===== config.mk =====
export PLATFORM = sky130hd
export DESIGN_NAME = c3rc_mac
export DESIGN_NICKNAME = d
export VERILOG_FILES = /design/src/c3rc_pkg.sv /design/src/c3rc_mac.sv
export SDC_FILE = /design/constraint.sdc
export NUM_CORES = 2
export LEC_CHECK = 0
export ABC_CLOCK_PERIOD_IN_PS = 11900
export BUFFER_PORTS_ARGS = -buffer_cell sky130_fd_sc_hd__buf_2
export CORE_MARGIN = 3
export CORE_UTILIZATION = 35
export CTS_CLUSTER_SIZE = 40
export DETAILED_ROUTE_END_ITERATION = 8
export PLACE_DENSITY = 0.48
export SLEW_MARGIN = 20
export SYNTH_ARGS = -nofsm -noshare
export SYNTH_HDL_FRONTEND = slang
export SYNTH_SLANG_ARGS = --single-unit

===== constraint.sdc =====
create_clock -name clk -period 11.9 [get_ports clk]
set_input_delay 1.19 -clock clk [delete_from_list [all_inputs] [get_ports clk]]
set_output_delay 1.19 -clock clk [all_outputs]
set_load 0.02 [all_outputs]

===== src/c3rc_pkg.sv =====
// ----------------------------------------------------------------------------
// c3rc_pkg
// Shared widths, constants and register map for the 3x3 RGB convolution.
// ----------------------------------------------------------------------------
package c3rc_pkg;

  localparam int MAX_WIDTH_DEF = 4096;

  localparam int CH_W   = 8;             // one colour channel
  localparam int PIX_W  = 3 * CH_W;      // packed RGB pixel
  localparam int TAPS   = 9;             // 3x3 window
  localparam int PROD_W = 17;            // 9-bit signed pixel times 8-bit signed weight
  localparam int SUM_W  = 21;            // nine products, with headroom
  localparam int CH_MAX = 255;

  localparam int IMG_W_W = 13;           // image_width register
  localparam int KROW_W  = 24;           // one kernel row register
  localparam int MIN_WIDTH = 3;
  localparam int ROWS_FULL = 2;          // rows_seen saturation point

  localparam logic [IMG_W_W-1:0] IMAGE_WIDTH_RST = IMG_W_W'(640);
  localparam logic [KROW_W-1:0]  KROW_TOP_RST    = KROW_W'(0);
  localparam logic [KROW_W-1:0]  KROW_MID_RST    = KROW_W'(256);
  localparam logic [KROW_W-1:0]  KROW_BOT_RST    = KROW_W'(0);

  localparam logic [CH_W-1:0] ALPHA_OPAQUE = CH_W'(255);

  // register index, paddr[3:2]
  localparam logic [1:0] REG_IMAGE_WIDTH = 2'd0;
  localparam logic [1:0] REG_KROW_TOP    = 2'd1;
  localparam logic [1:0] REG_KROW_MID    = 2'd2;
  localparam logic [1:0] REG_KROW_BOT    = 2'd3;

  typedef logic [TAPS-1:0][CH_W-1:0] tap_bytes_t;

endpackage


===== src/c3rc_mac.sv =====
// ----------------------------------------------------------------------------
// c3rc_mac
// One colour channel: nine products, registered, then sum and clamp to 0..255.
// ----------------------------------------------------------------------------
module c3rc_mac
  import c3rc_pkg::*;
(
  input  logic            clk,
  input  logic            en,
  input  tap_bytes_t      pix,
  input  tap_bytes_t      wgt,
  output logic [CH_W-1:0] result
);

  logic signed [PROD_W-1:0] prod [TAPS];
  logic signed [SUM_W-1:0]  sum;
  logic [CH_W-1:0]          clamped;

  always_ff @(posedge clk) begin
    if (en) begin
      for (int i = 0; i < TAPS; i++) begin
        prod[i] <= PROD_W'($signed({1'b0, pix[i]})) * PROD_W'($signed(wgt[i]));
      end
    end
  end

  always_comb begin
    sum = '0;
    for (int i = 0; i < TAPS; i++) begin
      sum = sum + SUM_W'(prod[i]);
    end
  end

  always_comb begin
    if (sum < 0) begin
      clamped = '0;
    end else if (sum > SUM_W'(CH_MAX)) begin
      clamped = CH_W'(CH_MAX);
    end else begin
      clamped = sum[CH_W-1:0];
    end
  end

  always_ff @(posedge clk) begin
    if (en) begin
      result <= clamped;
    end
  end

endmodule


==> run metrics <==
status=finished, final reports clean; Clk Latency, worst-skew pair=430 ps; Max Cap Violations=0; final worst path period need=5500 ps; Worst EP arrival=5650 ps; Fin Hold WS=938 ps; count leader, synth=inv_1; Yosys reg bits=161; die width=288 um; PortBufs=153; largest cells by area after synthesis=fa_1 (33%), ha_1 (18%), edfxtp_1 (17%); Post-synth EDFFs=161; Worst EP required=12050 ps; vias per cell=4.65; Starting Density=35.7%; Ports=154; largest net degree at the start of global routing=87; setup tns final=0 ps; WS Path Type=flop to flop; initial antenna violation count=0; Worst-path clk slew=60 ps; ys flop type=edfxtp_1; synth unique cells=55; Resized cells post-CTS=0; Final Util=39.0%; FMAX=182 MHz; Routed wire per std cell=16.1 um; fill count=7853; grt ovf=0; total iterations of the first detailed-routing run=5; Post-DRT Antenna Nets=0; commonest cells in the netlist=inv_1 (637), fa_1 (455), ha_1 (408); Worst path slowest cell=fa_1; Slew headroom=33.1%; cells after synthesis=2767; Nets=3948; Routed WL=64200 um; vias in the first global route=20.5k; die footprint=83200 um2; TritonCTS clock tree=yes; setup bufs post-CTS=0; syn nets=3776; cell taking the most area after synthesis=fa_1; cts bufs inserted=17; Hold Buf Count CTS=0; Critical Path Fanout Max=8; Seq/Total Area, Yosys=17.3%; DPL Wire Length=56300 um; Critical Path Max Stage Delay=560 ps; Total GRT Usage=16.2%; Max H-tree Level=4; core area=78200 um2; Tcrit/Tclk final=46.2%; ANT cells=0; RSZ-0062 raised after global routing=no; crit path cell chain=fa_1 > fa_1 > inv_1 > fa_1 > fa_1 > inv_1 > ha_1 > fa_1 > a211oi_2 > o21bai_1 > a211oi_1 > a21oi_1 > nor4_1 > nand4_1 > nor4_4 > a21oi_1; Area Overhead vs Synth=9.37%; Synth top area share=32.6%; first-pass GRT wire length=107000 um; Rows=102; FFs w/ async S/R, synth=0%; Max Slew Vio Count=0; Crit. End Element=flop; post-synthesis instance area=27900 um2; Clock Root Buffer=clkbuf_16; cell with the most instances on the worst path=fa_1; CTS Sinks=161; Hold Violations, Final=0; DRC Markers=0; share of cells above drive strength 1=6.85%; Max Root-Sink Buffers=2; synthesis warning total=0; Initial DRC Count=676; Avg Inst Size Synth=10.1 um2; Hold Path Class=flop to flop; DR vias=18.6k; Worst Tran Pin Value=1000 ps; Max Clock Skew=8.93 ps; startpoint types=flop; Die H=288 um; GPL Wtd Cong=0.841; # setup viols final=0
[cell type report]
type	instances	area (um2)	share of cell area, %
clock buffer	17	425	1.39
clock inverter	14	116	0.381
inverter	637	2390	7.83
multi-input combinational	1968	20700	67.8
sequential	161	4830	15.8
tap	1040	1300	4.26
timing repair buffer	154	779	2.55
[routing by layer]
layer	part of all wire (%)	GRT usage, %
met1	44	21.2
met2	53	29.9
met3	2.1	1.33
met4	0.98	2.30
met5	0	0
[state kept, by name, summed over array words and instances (netlist names)]
register	cells
prod	153
result	8
[worst max-delay path: cells and delay by family (launching register included)]
| family | cells | cell delay [ps] |
|---|---|---|
| buffers and inverters | 2 | 100 |
| adder cells (fa/ha/maj) | 6 | 2770 |
| AO/OA/AOI/OAI | 5 | 980 |
| flip-flops | 1 | 460 |
| AND/OR/NAND/NOR | 3 | 890 |
[kinds of logic after synthesis]
logic type	synth area share, %
and+or+nand+nor	14.2
xor gates and xnor gates	3.67
muxes	0.0762
AOI/OAI and AO/OA	5.27
adders and majority gates	50.9
buffers and inverters	8.58
DFF	17.3
[layout by cell type, fill, tap and decap left out, types with 5 or more instances in the layout]
cell type  instances
inv_1            637
fa_1             455
ha_1             408
and2_1           295
nand2_1          258
edfxtp_1         161
buf_2            152
xnor2_1          100
a21oi_1           81
nor2_1            62
nand2b_1          58
nor2b_1           29
o21ai_0           29
a21o_1            25
nor3_1            22
xor2_1            17
clkbuf_16         17
o21a_1            16
nand3_1           14
or3_1             11
a41oi_1           10
o211ai_1           8
a31o_2             8
o21bai_1           6
a21boi_0           5
[worst paths after layout]
kind / startpoint / end / cells after the start / slack [ps]
setup / recovery: prod[0][119] / result[3] / 16 / 6400
hold / removal: prod[0][136] / result[0] / 4 / 940
setup reg to reg: prod[0][119] / result[3] / 16 / 6400
hold reg to reg: prod[0][136] / result[0] / 4 / 940
[metrics by stage]
step | cells | instance area [um2] | setup WS [ps]
4_1_cts | 3991 | 30500 | 6390
6_report | 3991 | 30500 | 6400
3_5_place_dp | 3960 | 30000 | 6290
3_3_place_gp | 3960 | 30000 | 6360
5_1_grt | 3991 | 30500 | 6040
2_1_floorplan | 2767 | 27900 | 6710
Power is not shown: default switching activity piles up to over one toggle a cycle in this logic, so the estimate is an artifact.
